`config.mk`:
```
export PLATFORM = sky130hd
export DESIGN_NAME = scalar_kalman_filter_core
export DESIGN_NICKNAME = d
export VERILOG_FILES = /design/src/rtl/skf_pkg.sv /design/src/rtl/skf_div.sv /design/src/rtl/scalar_kalman_filter_core.sv
export SDC_FILE = /design/constraint.sdc
export NUM_CORES = 2
export LEC_CHECK = 0
export ABC_CLOCK_PERIOD_IN_PS = 10400
export BUFFER_PORTS_ARGS = -buffer_cell sky130_fd_sc_hd__buf_4
export CELL_PAD_IN_SITES_DETAIL_PLACEMENT = 0
export CELL_PAD_IN_SITES_GLOBAL_PLACEMENT = 1
export CORE_MARGIN = 10
export CORE_UTILIZATION = 45
export CTS_BUF_LIST = sky130_fd_sc_hd__clkbuf_4 sky130_fd_sc_hd__clkbuf_8 sky130_fd_sc_hd__clkbuf_16
export DETAILED_ROUTE_END_ITERATION = 10
export PLACE_DENSITY = 0.72
export SETUP_SLACK_MARGIN = 0.3
export SYNTH_ARGS = -nofsm -noshare
export SYNTH_HDL_FRONTEND = slang
export SYNTH_SLANG_ARGS = --single-unit
```
`constraint.sdc`:
```
create_clock -name clk -period 10.4 [get_ports clk]
set_input_delay 3.12 -clock clk [delete_from_list [all_inputs] [get_ports clk]]
set_output_delay 3.12 -clock clk [all_outputs]
set_load 0.01 [all_outputs]
```
`src/rtl/skf_pkg.sv`:
```
// Shared types and constants for the scalar Kalman filter core.
// No dependencies; every other file of the block refers to this package.
package skf_pkg;

	// Fixed field widths
	localparam int COV_W = 24;   // covariance and noise registers, unsigned Q8.F
	localparam int EST_W = 32;   // estimate, signed Q16.F
	localparam int APB_AW = 4;   // three registers at byte addresses 0, 4, 8
	localparam int APB_DW = 32;

	// Register indexes (paddr[3:2])
	localparam logic [1:0] REG_PROCESS_NOISE = 2'd0;
	localparam logic [1:0] REG_MEASURE_NOISE = 2'd1;
	localparam logic [1:0] REG_INIT_COV      = 2'd2;

	// Register reset values
	localparam logic [COV_W-1:0] PROCESS_NOISE_RST = 24'd66;
	localparam logic [COV_W-1:0] MEASURE_NOISE_RST = 24'd3277;
	localparam logic [COV_W-1:0] INIT_COV_RST      = 24'd3276800;
	localparam logic [COV_W-1:0] COV_MAX           = '1;

	// Sequencer states
	typedef enum logic [2:0] {
		ST_IDLE,
		ST_PREP,
		ST_START,
		ST_DIV,
		ST_MUL_EST,
		ST_MUL_COV,
		ST_UPDATE
	} state_t;

endpackage

```
`src/rtl/skf_div.sv`:
```
// Iterative restoring divider for the gain pp * 2^F / (pp + r).
// One quotient bit per cycle, FRAC_BITS+1 bits in all. Uses skf_pkg.
module skf_div #(
	parameter int FRAC_BITS = 16
) (
	input  logic                      clk,
	input  logic                      arst_n,
	input  logic                      start,
	input  logic [skf_pkg::COV_W-1:0] pp,
	input  logic [skf_pkg::COV_W-1:0] rn,
	output logic                      done,
	output logic [FRAC_BITS:0]        gain
);

	localparam int CW = $clog2(FRAC_BITS + 1);
	localparam int DW = skf_pkg::COV_W + 1;   // denominator
	localparam int RW = skf_pkg::COV_W + 2;   // partial remainder, below 2*den
	localparam logic [FRAC_BITS:0] ONE = {1'b1, {FRAC_BITS{1'b0}}};

	logic [DW-1:0]      den_q;
	logic [RW-1:0]      rem_q;
	logic [FRAC_BITS:0] quot_q;
	logic [CW-1:0]      cnt_q;
	logic               busy_q;
	logic               done_q;
	logic               ge;
	logic [RW-1:0]      rem_nxt;

	// Trial subtract; quotient never exceeds one since pp <= den
	assign ge      = rem_q >= RW'(den_q);
	assign rem_nxt = ge ? (rem_q - RW'(den_q)) : rem_q;

	// Control: iteration count and completion pulse
	always_ff @(posedge clk or negedge arst_n) begin
		if (!arst_n) begin
			busy_q <= 1'b0;
			done_q <= 1'b0;
			cnt_q  <= '0;
		end else begin
			done_q <= 1'b0;
			if (start) begin
				busy_q <= 1'b1;
				cnt_q  <= CW'(FRAC_BITS);
			end else if (busy_q) begin
				if (cnt_q == '0) begin
					busy_q <= 1'b0;
					done_q <= 1'b1;
				end else begin
					cnt_q <= cnt_q - 1'b1;
				end
			end
		end
	end

	// Datapath: remainder and quotient shift
	always_ff @(posedge clk) begin
		if (start) begin
			den_q  <= DW'(pp) + DW'(rn);
			rem_q  <= RW'(pp);
			quot_q <= '0;
		end else if (busy_q) begin
			rem_q  <= {rem_nxt[RW-2:0], 1'b0};
			quot_q <= {quot_q[FRAC_BITS-1:0], ge};
		end
	end

	// Zero denominator: gain of one
	assign gain = (den_q == '0) ? ONE : quot_q;
	assign done = done_q;

endmodule

```
`src/rtl/scalar_kalman_filter_core.sv`:
```
// Top level of the scalar Kalman filter: APB registers, sequencer, shared multiplier.
// Depends on skf_pkg and skf_div.
//
//  channel   | signals                                   | direction
//  ----------+-------------------------------------------+----------
//  sample    | sample_valid, sample_ready, sample        | in
//  result    | result_valid, result_ready, estimate, gain| out
//  apb       | psel, penable, pwrite, paddr, pwdata,     | in/out
//            | prdata, pready                            |
//
// A word's result is valid once the sequencer has stepped through prepare, divider start,
// the bit-serial gain divide, two passes through the one multiplier and the update;
// the next word can be taken only after that.
// sample_ready is high only in idle; one word is processed at a time.
// A finished result waits in the output register; the next word is accepted meanwhile
// and stalls in its final step only if the earlier result is still not taken.
// Reset loads the register defaults, a zero estimate and the initial covariance.
module scalar_kalman_filter_core #(
	parameter int SAMPLE_BITS = 16,
	parameter int FRAC_BITS   = 16
) (
	input  logic                               clk,
	input  logic                               arst_n,
	// APB
	input  logic                               psel,
	input  logic                               penable,
	input  logic                               pwrite,
	input  logic [skf_pkg::APB_AW-1:0]         paddr,
	input  logic [skf_pkg::APB_DW-1:0]         pwdata,
	output logic [skf_pkg::APB_DW-1:0]         prdata,
	output logic                               pready,
	// sample input
	input  logic                               sample_valid,
	output logic                               sample_ready,
	input  logic signed [SAMPLE_BITS-1:0]      sample,
	// result output
	output logic                               result_valid,
	input  logic                               result_ready,
	output logic signed [skf_pkg::EST_W-1:0]   estimate,
	output logic [FRAC_BITS:0]                 gain
);

	localparam int CV = skf_pkg::COV_W;
	localparam int EW = skf_pkg::EST_W;
	localparam int TW = (SAMPLE_BITS + FRAC_BITS > EW + 1) ? SAMPLE_BITS + FRAC_BITS : EW + 1;
	localparam int MB = (FRAC_BITS + 1 > CV) ? FRAC_BITS + 1 : CV;   // multiplier B width
	localparam int PW = EW + MB;                                      // product width
	localparam logic [FRAC_BITS:0] ONE  = {1'b1, {FRAC_BITS{1'b0}}};
	localparam logic [PW:0]        HALF = (PW + 1)'(1) << (FRAC_BITS - 1);

	// Registers and state
	skf_pkg::state_t        state_q, state_d;
	logic [CV-1:0]          process_noise_q;
	logic [CV-1:0]          measure_noise_q;
	logic [CV-1:0]          init_cov_q;
	logic [CV-1:0]          cov_q;
	logic signed [EW-1:0]   est_q;
	logic [EW-1:0]          target_q;
	logic [CV-1:0]          pp_q;
	logic [EW-1:0]          mag_q;
	logic                   neg_q;
	logic [FRAC_BITS:0]     gain_q;
	logic [FRAC_BITS:0]     gain_out_q;
	logic [PW-1:0]          prod_q;
	logic [EW:0]            qv_q;
	logic                   result_valid_q;

	logic                   cfg_wr;
	logic                   accept;
	logic                   upd_fire;
	logic                   div_start;
	logic                   div_done;
	logic [FRAC_BITS:0]     div_gain;
	logic signed [TW-1:0]   scaled;
	logic [EW-1:0]          target_d;
	logic [CV:0]            pp_sum;
	logic [CV-1:0]          pp_d;
	logic signed [EW:0]     diff;
	logic [EW:0]            diff_abs;
	logic [EW-1:0]          mul_a;
	logic [MB-1:0]          mul_b;
	logic [PW-1:0]          mul_p;
	logic [PW:0]            rnd;
	logic [PW:0]            rnd_sh;
	logic signed [EW+1:0]   delta;
	logic signed [EW+1:0]   est_sum;
	logic [EW-1:0]          est_d;

	// APB write strobe and read mux
	assign cfg_wr = psel && penable && pwrite && pready;
	assign pready = 1'b1;

	always_comb begin
		unique case (paddr[3:2])
			skf_pkg::REG_PROCESS_NOISE: prdata = skf_pkg::APB_DW'(process_noise_q);
			skf_pkg::REG_MEASURE_NOISE: prdata = skf_pkg::APB_DW'(measure_noise_q);
			skf_pkg::REG_INIT_COV:      prdata = skf_pkg::APB_DW'(init_cov_q);
			default:                    prdata = '0;
		endcase
	end

	// Handshake
	assign sample_ready = (state_q == skf_pkg::ST_IDLE);
	assign accept       = sample_valid && sample_ready;
	assign upd_fire     = (state_q == skf_pkg::ST_UPDATE) && (!result_valid_q || result_ready);
	assign div_start    = (state_q == skf_pkg::ST_START);

	// Sample scaled to Q.F and clamped to the 32-bit range
	assign scaled = TW'(sample) <<< FRAC_BITS;
	always_comb begin
		if ((&scaled[TW-1:EW-1]) || !(|scaled[TW-1:EW-1])) begin
			target_d = scaled[EW-1:0];
		end else if (scaled[TW-1]) begin
			target_d = {1'b1, {(EW-1){1'b0}}};
		end else begin
			target_d = {1'b0, {(EW-1){1'b1}}};
		end
	end

	// Predicted covariance, saturating
	assign pp_sum = (CV + 1)'(cov_q) + (CV + 1)'(process_noise_q);
	assign pp_d   = pp_sum[CV] ? skf_pkg::COV_MAX : pp_sum[CV-1:0];

	// Innovation magnitude and sign
	assign diff     = $signed({target_q[EW-1], target_q}) - $signed({est_q[EW-1], est_q});
	assign diff_abs = diff[EW] ? (EW + 1)'(-diff) : (EW + 1)'(diff);

	// Shared multiplier: gain * |diff|, then (1 - gain) * pp
	always_comb begin
		if (state_q == skf_pkg::ST_MUL_EST) begin
			mul_a = mag_q;
			mul_b = MB'(gain_q);
		end else begin
			mul_a = EW'(pp_q);
			mul_b = MB'(ONE - gain_q);
		end
	end
	assign mul_p = PW'(mul_a) * PW'(mul_b);

	// Round to nearest and drop the fraction
	assign rnd    = (PW + 1)'(prod_q) + HALF;
	assign rnd_sh = rnd >> FRAC_BITS;

	// Estimate update with saturation
	assign delta   = neg_q ? -$signed((EW + 2)'(qv_q)) : $signed((EW + 2)'(qv_q));
	assign est_sum = $signed({{2{est_q[EW-1]}}, est_q}) + delta;
	always_comb begin
		if ((&est_sum[EW+1:EW-1]) || !(|est_sum[EW+1:EW-1])) begin
			est_d = est_sum[EW-1:0];
		end else if (est_sum[EW+1]) begin
			est_d = {1'b1, {(EW-1){1'b0}}};
		end else begin
			est_d = {1'b0, {(EW-1){1'b1}}};
		end
	end

	// Gain divider
	skf_div #(
		.FRAC_BITS(FRAC_BITS)
	) u_div (
		.clk   (clk),
		.arst_n(arst_n),
		.start (div_start),
		.pp    (pp_q),
		.rn    (measure_noise_q),
		.done  (div_done),
		.gain  (div_gain)
	);

	// Sequencer next state
	always_comb begin
		state_d = state_q;
		unique case (state_q)
			skf_pkg::ST_IDLE:    if (accept) state_d = skf_pkg::ST_PREP;
			skf_pkg::ST_PREP:    state_d = skf_pkg::ST_START;
			skf_pkg::ST_START:   state_d = skf_pkg::ST_DIV;
			skf_pkg::ST_DIV:     if (div_done) state_d = skf_pkg::ST_MUL_EST;
			skf_pkg::ST_MUL_EST: state_d = skf_pkg::ST_MUL_COV;
			skf_pkg::ST_MUL_COV: state_d = skf_pkg::ST_UPDATE;
			skf_pkg::ST_UPDATE:  if (upd_fire) state_d = skf_pkg::ST_IDLE;
			default:             state_d = skf_pkg::ST_IDLE;
		endcase
	end

	// State register
	always_ff @(posedge clk or negedge arst_n) begin
		if (!arst_n) begin
			state_q <= skf_pkg::ST_IDLE;
		end else begin
			state_q <= state_d;
		end
	end

	// Configuration registers and filter state
	always_ff @(posedge clk or negedge arst_n) begin
		if (!arst_n) begin
			process_noise_q <= skf_pkg::PROCESS_NOISE_RST;
			measure_noise_q <= skf_pkg::MEASURE_NOISE_RST;
			init_cov_q      <= skf_pkg::INIT_COV_RST;
			cov_q           <= skf_pkg::INIT_COV_RST;
			est_q           <= '0;
			result_valid_q  <= 1'b0;
		end else begin
			if (cfg_wr) begin
				unique case (paddr[3:2])
					skf_pkg::REG_PROCESS_NOISE: process_noise_q <= pwdata[CV-1:0];
					skf_pkg::REG_MEASURE_NOISE: measure_noise_q <= pwdata[CV-1:0];
					skf_pkg::REG_INIT_COV: begin
						init_cov_q <= pwdata[CV-1:0];
						cov_q      <= pwdata[CV-1:0];
					end
					default: ;
				endcase
			end
			if (upd_fire) begin
				est_q          <= est_d;
				cov_q          <= rnd_sh[CV-1:0];
				result_valid_q <= 1'b1;
			end else if (result_ready) begin
				result_valid_q <= 1'b0;
			end
		end
	end

	// Working registers
	always_ff @(posedge clk) begin
		if (accept) begin
			target_q <= target_d;
		end
		if (state_q == skf_pkg::ST_PREP) begin
			pp_q  <= pp_d;
			mag_q <= diff_abs[EW-1:0];
			neg_q <= diff[EW];
		end
		if (div_done) begin
			gain_q <= div_gain;
		end
		if (state_q == skf_pkg::ST_MUL_EST || state_q == skf_pkg::ST_MUL_COV) begin
			prod_q <= mul_p;
		end
		if (state_q == skf_pkg::ST_MUL_COV) begin
			qv_q <= rnd_sh[EW:0];
		end
		if (upd_fire) begin
			gain_out_q <= gain_q;
		end
	end

	assign result_valid = result_valid_q;
	assign estimate     = est_q;
	assign gain         = gain_out_q;

`ifndef ASSERT_OFF
	// Divider finishes only while the sequencer waits for it
	a_div_done_in_div: assert property (@(posedge clk) disable iff (!arst_n)
		div_done |-> state_q == skf_pkg::ST_DIV)
		else $error("divider done outside divide step");

	// Reported gain never exceeds one
	a_gain_le_one: assert property (@(posedge clk) disable iff (!arst_n)
		result_valid_q |-> gain_out_q <= ONE)
		else $error("gain above one");

	// Updated covariance never exceeds the predicted one
	a_cov_shrinks: assert property (@(posedge clk) disable iff (!arst_n)
		upd_fire |=> cov_q <= $past(pp_q))
		else $error("covariance grew in update");

	// A new result is loaded only when the previous one is gone or taken
	a_no_overwrite: assert property (@(posedge clk) disable iff (!arst_n)
		upd_fire |-> (!result_valid_q || result_ready))
		else $error("pending result overwritten");
`endif

endmodule

```
# Word level (Yosys, flattened, before mapping)
# Index checks and enable logic that the tools add are counted.
# word_totals
regBits	396
in_bits	59
output_inout_bits	84
# classes
n_addsub	10
multipliers	1
n_lt_le_gt_ge	1
eq_ne	12
muxes	28
n_reduce_logical	25
# op_table
op	n
two-way mux 24 bit	6
two-way mux 32 bit	4
one-hot mux 24 bit (3 select lines)	1
adder 24 x 24 -> 25 bit	2
adder 49 x 16 -> 49 bit (second input constant)	1
multiplier 32 x 24 -> 49 bit	1
adder 32 x 34 -> 34 bit	1
two-way mux 34 bit	1
negation 33 -> 34 bit	1
subtractor 32 x 32 -> 33 bit	1
negation 32 bit	1
greater-or-equal comparator 26 x 25 -> 1 bit	1
zero test 25 bit	1
two-way mux 25 bit	1
subtractor 25 bit	1
one-hot mux 3 bit (7 select lines)	1
subtractor 17 x 17 -> 18 bit (first input constant)	1
two-way mux 5 bit	3
AND reduction 2 bit	5
== test 3 bit (second input constant)	3
two-way mux 3 bit	3
two-way mux 1 bit	8
nonzero test 2 bit	4
== test 3 x 2 -> 1 bit (second input constant)	2
14 further kinds	23

# Logic depth before layout (Yosys ltp)
# logic_depth
depth_word	7
depth_mapped	34
depth_no_buf	32

# By module
# A second synthesis with hierarchy kept.
# hier_totals
cells_unflattened	4806
area_unflattened_um2	44629.1
# by_module_without_submodules
mod	instances	cells_each	area_each_um2	seq_area_each_um2
scalar_kalman_filter_core	1	4186	39032.4	8546.9
skf_div	1	620	5596.6	2026.9

# Least setup slack after synthesis
# No wires, ideal clock.
# synth_path
path_kind	register to register
from	reg state_q[1]
to	reg prod_q[39] (data pin)
setup_time_ns	0.260
arrival_time_ns	8.070
required_time_ns	10.140
slack_ns	2.071
stages_incl_launch_ff	28
path_buffers	4
synth_period_minus_slack_ns	8.329
cell_sequence	dfrtp_1 -> nor3b_1 -> buf_4 -> buf_1 -> clkbuf_1 -> clkbuf_1 -> mux2i_1 -> nor2_1 -> fa_1 -> fa_1 -> fa_1 -> inv_1 -> fa_1 -> inv_1 -> fa_1 -> fa_1 -> inv_1 -> fa_1 -> inv_1 -> ha_1 -> and4_1 -> nand3_1 -> nor3_1 -> and4b_1 -> o31a_1 -> o31ai_2 -> a21oi_1 -> xnor2_1
# synth_between
elab_chain_cells	3
word_cells_on_any_way	4
classes_between	1 x mul; 1 x eq/ne; 2 x mux
# synth_rtl
item	line	source
start, declared	scalar_kalman_filter_core.sv:52	skf_pkg::state_t state_q, state_d;
start signal, assigned	scalar_kalman_filter_core.sv:188	state_q <= skf_pkg::ST_IDLE;
start signal, assigned	scalar_kalman_filter_core.sv:190	state_q <= state_d;
== test 3 bit (*)	scalar_kalman_filter_core.sv:130	if (state_q == skf_pkg::ST_MUL_EST) begin
two-way mux 32 bit / two-way mux 24 bit (equally long branches)	scalar_kalman_filter_core.sv:130	
multiplier 32 x 24 -> 49 bit (*)	scalar_kalman_filter_core.sv:138	assign mul_p = PW'(mul_a) * PW'(mul_b);
net mul_p[39]	scalar_kalman_filter_core.sv:82	logic [PW-1:0] mul_p;
end signal, assigned	scalar_kalman_filter_core.sv:239	prod_q <= mul_p;
end, declared	scalar_kalman_filter_core.sv:64	logic [PW-1:0] prod_q;
# Mark *: on every way through the listed nets, which the timed path passes. The rest lies on a longest branch.
# A chain may end at the register's enable or synchronous reset.

# Worst setup path after layout
# layout_path
from	reg gain_q[1]
to	reg prod_q[48] (data pin)
# layout_between
elab_chain_cells	3
# layout_rtl
item	line	source
start, declared	scalar_kalman_filter_core.sv:62	logic [FRAC_BITS:0] gain_q;
start signal, assigned	scalar_kalman_filter_core.sv:236	gain_q <= div_gain;
subtractor 17 x 17 -> 18 bit	scalar_kalman_filter_core.sv:135	mul_b = MB'(ONE - gain_q);
two-way mux 24 bit (*)	scalar_kalman_filter_core.sv:130	
multiplier 32 x 24 -> 49 bit (*)	scalar_kalman_filter_core.sv:138	
net mul_p[48]	scalar_kalman_filter_core.sv:82	
# Marked as above.

==> metrics.yaml <==
synth_edf_count: 223
fin_cells: 6151
async_reset_ff_share_pct: 36.5
maxCapViolCount: 0
period_needed_ps: 9500
ys.flop_type: "edfxtp_1"
via_per_inst: 5.44
r2r-start: "gain_q[1]"
min_from: "u_div.quot_q[16]"
synth-seq-area-share_pct: 23.6
syn_area_per_cell_sq_um: 9.45
rows: 115
final_antenna_net_count: 0
startpoint: "gain_q[1]"
multi_input_comb_area_sq_um: 30800
grt_usage_pct: 23.3
die_area_sq_um: 113000
cp_slowest_cell: "fa_1"
grt-ovfl-total: 0
cp.arrival_ps: 9820
worstSetupEndpointType: "register"
fillers: 9298
die_y_um: 336
die_x_um: 336
start_util_pct: 45.4
rrSetupSlack_ps: 900
ios: 143
core_sq_um: 98600
antenna_found_initial: 7
rsz0062_at_grt: "false"
clockBufferDepth: 3
cts_tree: "yes"
ctsHoldBuffers: 0
synth_most_common_cell: "inv_1"
grtUsageMet2_pct: 38.5
drt-initial-drc-count: 2292
path_class: "register to register"
cts_htree_levels: 2
drt-pass1-iter-count: 5
ys_ff_latch: 381
synth_area_leaders: "fa_1 27%, edfxtp_1 15%, ha_1 7.8%"
final-hold-violation-count: 0
finalSetupViolCount: 0
routed_wl_um: 130000
grtUsageMet3_pct: 4.90
status: "finished clean"
grt_pass1_wl_um: 203000
busiest_layer: "met2"
port_buffers: 123
numCtsBuffers: 44
worstMarginPinSlew_ps: 1160
finalCritPeriodShare_pct: 91.3
max_stage_delay_ps: 600
cts.sinks: 381
grt_util_met1_pct: 30.6
routed-via-count: 33500
layout.nets: 5764
fmax_mhz: 105
synth_cells: 4738
drive_above_1_share_pct: 9.60
mappedNetlistArea_sq_um: 44800
placed_cell_area_sq_um: 47400
hpwl_um: 106000
post_cts_buffers: 0
synth_commonest_cells: "738 x inv_1, 655 x nand2_1, 597 x fa_1"
crit_top_cell: "fa_1"
yosys_warnings: 0
ctsRootBufferMaster: "clkbuf_16"
ys_types: 94
final.setup.tns_ps: 0
clk_latency_ps: 610
critPathMaxFanout: 17
drv_slew: 0
yosys.area.top_type: "fa_1"
place_congestion: 0.905
dp.cells: 6068
fin_skew_ps: 33.6
relSlewSlack_pct: 22.4
wl_per_cell_um: 21.2
grt_max_degree: 75
stdcell_area_sq_um: 49000
worstPathRequired_ps: 10720
syn_to_final_growth_pct: 9.37
cts.clk_slew.worst_paths_ps: 60
start_kind: "register"
hp-class: "register to register"
synth_top_area_share_pct: 26.7
ctsResizeCount: 0
seqCellArea_sq_um: 10600
grt_pass1_vias: 34300
post-route-drc-count: 0
==> state kept, by name, indices dropped and copies added (netlist names), 3 cells and up <==
| signal | count |
|---|---|
| estimate | 32 |
| init_cov_q | 24 |
| u_div.cnt_q | 5 |
| gain | 17 |
| target_q | 16 |
| state_q | 3 |
| u_div.den_q | 25 |
| cov_q | 24 |
| u_div.rem_q | 26 |
| mag_q | 32 |
| prod_q | 34 |
| gain_q | 17 |
| measure_noise_q | 24 |
| pp_q | 24 |
| process_noise_q | 24 |
| qv_q | 33 |
| u_div.quot_q | 17 |
==> layer usage <==
layer	part of all wire, %	routed length, um
met5	0.026	34
met4	3.4	4470
met3	6.8	8810
met2	47	61400
met1	43	55700
==> layout by cell type, fill, tap and decap left out, types with 149 or more instances in the layout <==
master / netlist / routed
inv_1: 738 / 737
nand2_1: 655 / 655
fa_1: 597 / 597
nor2_1: 339 / 338
ha_1: 281 / 281
edfxtp_1: 223 / 223
buf_4: 11 / 209
xnor2_1: 194 / 188
o21ai_0: 160 / 159
a21oi_1: 149 / 149
==> layout make-up <==
class                      instances  area share (%)
antenna                            1         0.00511
clock buffer                      54            2.55
inverter                         739            5.66
tap                             1287            3.29
clock inverter                    28           0.692
multi-input combinational       3450            63.0
timing repair buffer             211            3.27
sequential                       381            21.6
==> stage by stage <==
stage	setup WS, ps	util (%)	hold slack, ps
3_3_place_gp	1060	48.1	476
3_5_place_dp	1040	48.1	482
5_1_grt	384	49.7	514
2_1_floorplan	2070	-	424
6_report	900	49.7	491
4_1_cts	954	49.7	496
==> kinds of logic (layout without fill, tap and decap cells) <==
logic type	Yosys count	count (layout)	synth area share [%]
adder cells (fa/ha/maj)	878	878	34.5
buffers and inverters	936	1032	8.07
XOR/XNOR	267	267	5.22
AND/OR/NAND/NOR	1451	1451	14.8
multiplexers	164	164	3.87
other	2	32	0.0168
flip-flops	381	381	23.6
AO/OA/AOI/OAI	659	659	9.87
==> worst max-delay path, delay by kind of cell, from the launching register on <==
family	cells	cell delay (ps)
compound gates	3	770
xor+xnor	2	320
fa+ha+maj	8	3660
buf+inv	4	700
flops	1	540
simple gates	12	3210
==> worst paths after layout <==
check | to | cells after the start
worst max-delay path | prod_q[48] | 29
worst min-delay path | u_div.quot_q[16] | 2
worst max register to register | prod_q[48] | 29
worst min register to register | u_div.quot_q[16] | 2
max in group asynchronous | state_q[2] | 2
min in group asynchronous | estimate[20] | 1
Power is left out: the tool's default activity adds up to more than one toggle a clock period on the data nets, which glitch-free logic cannot reach.
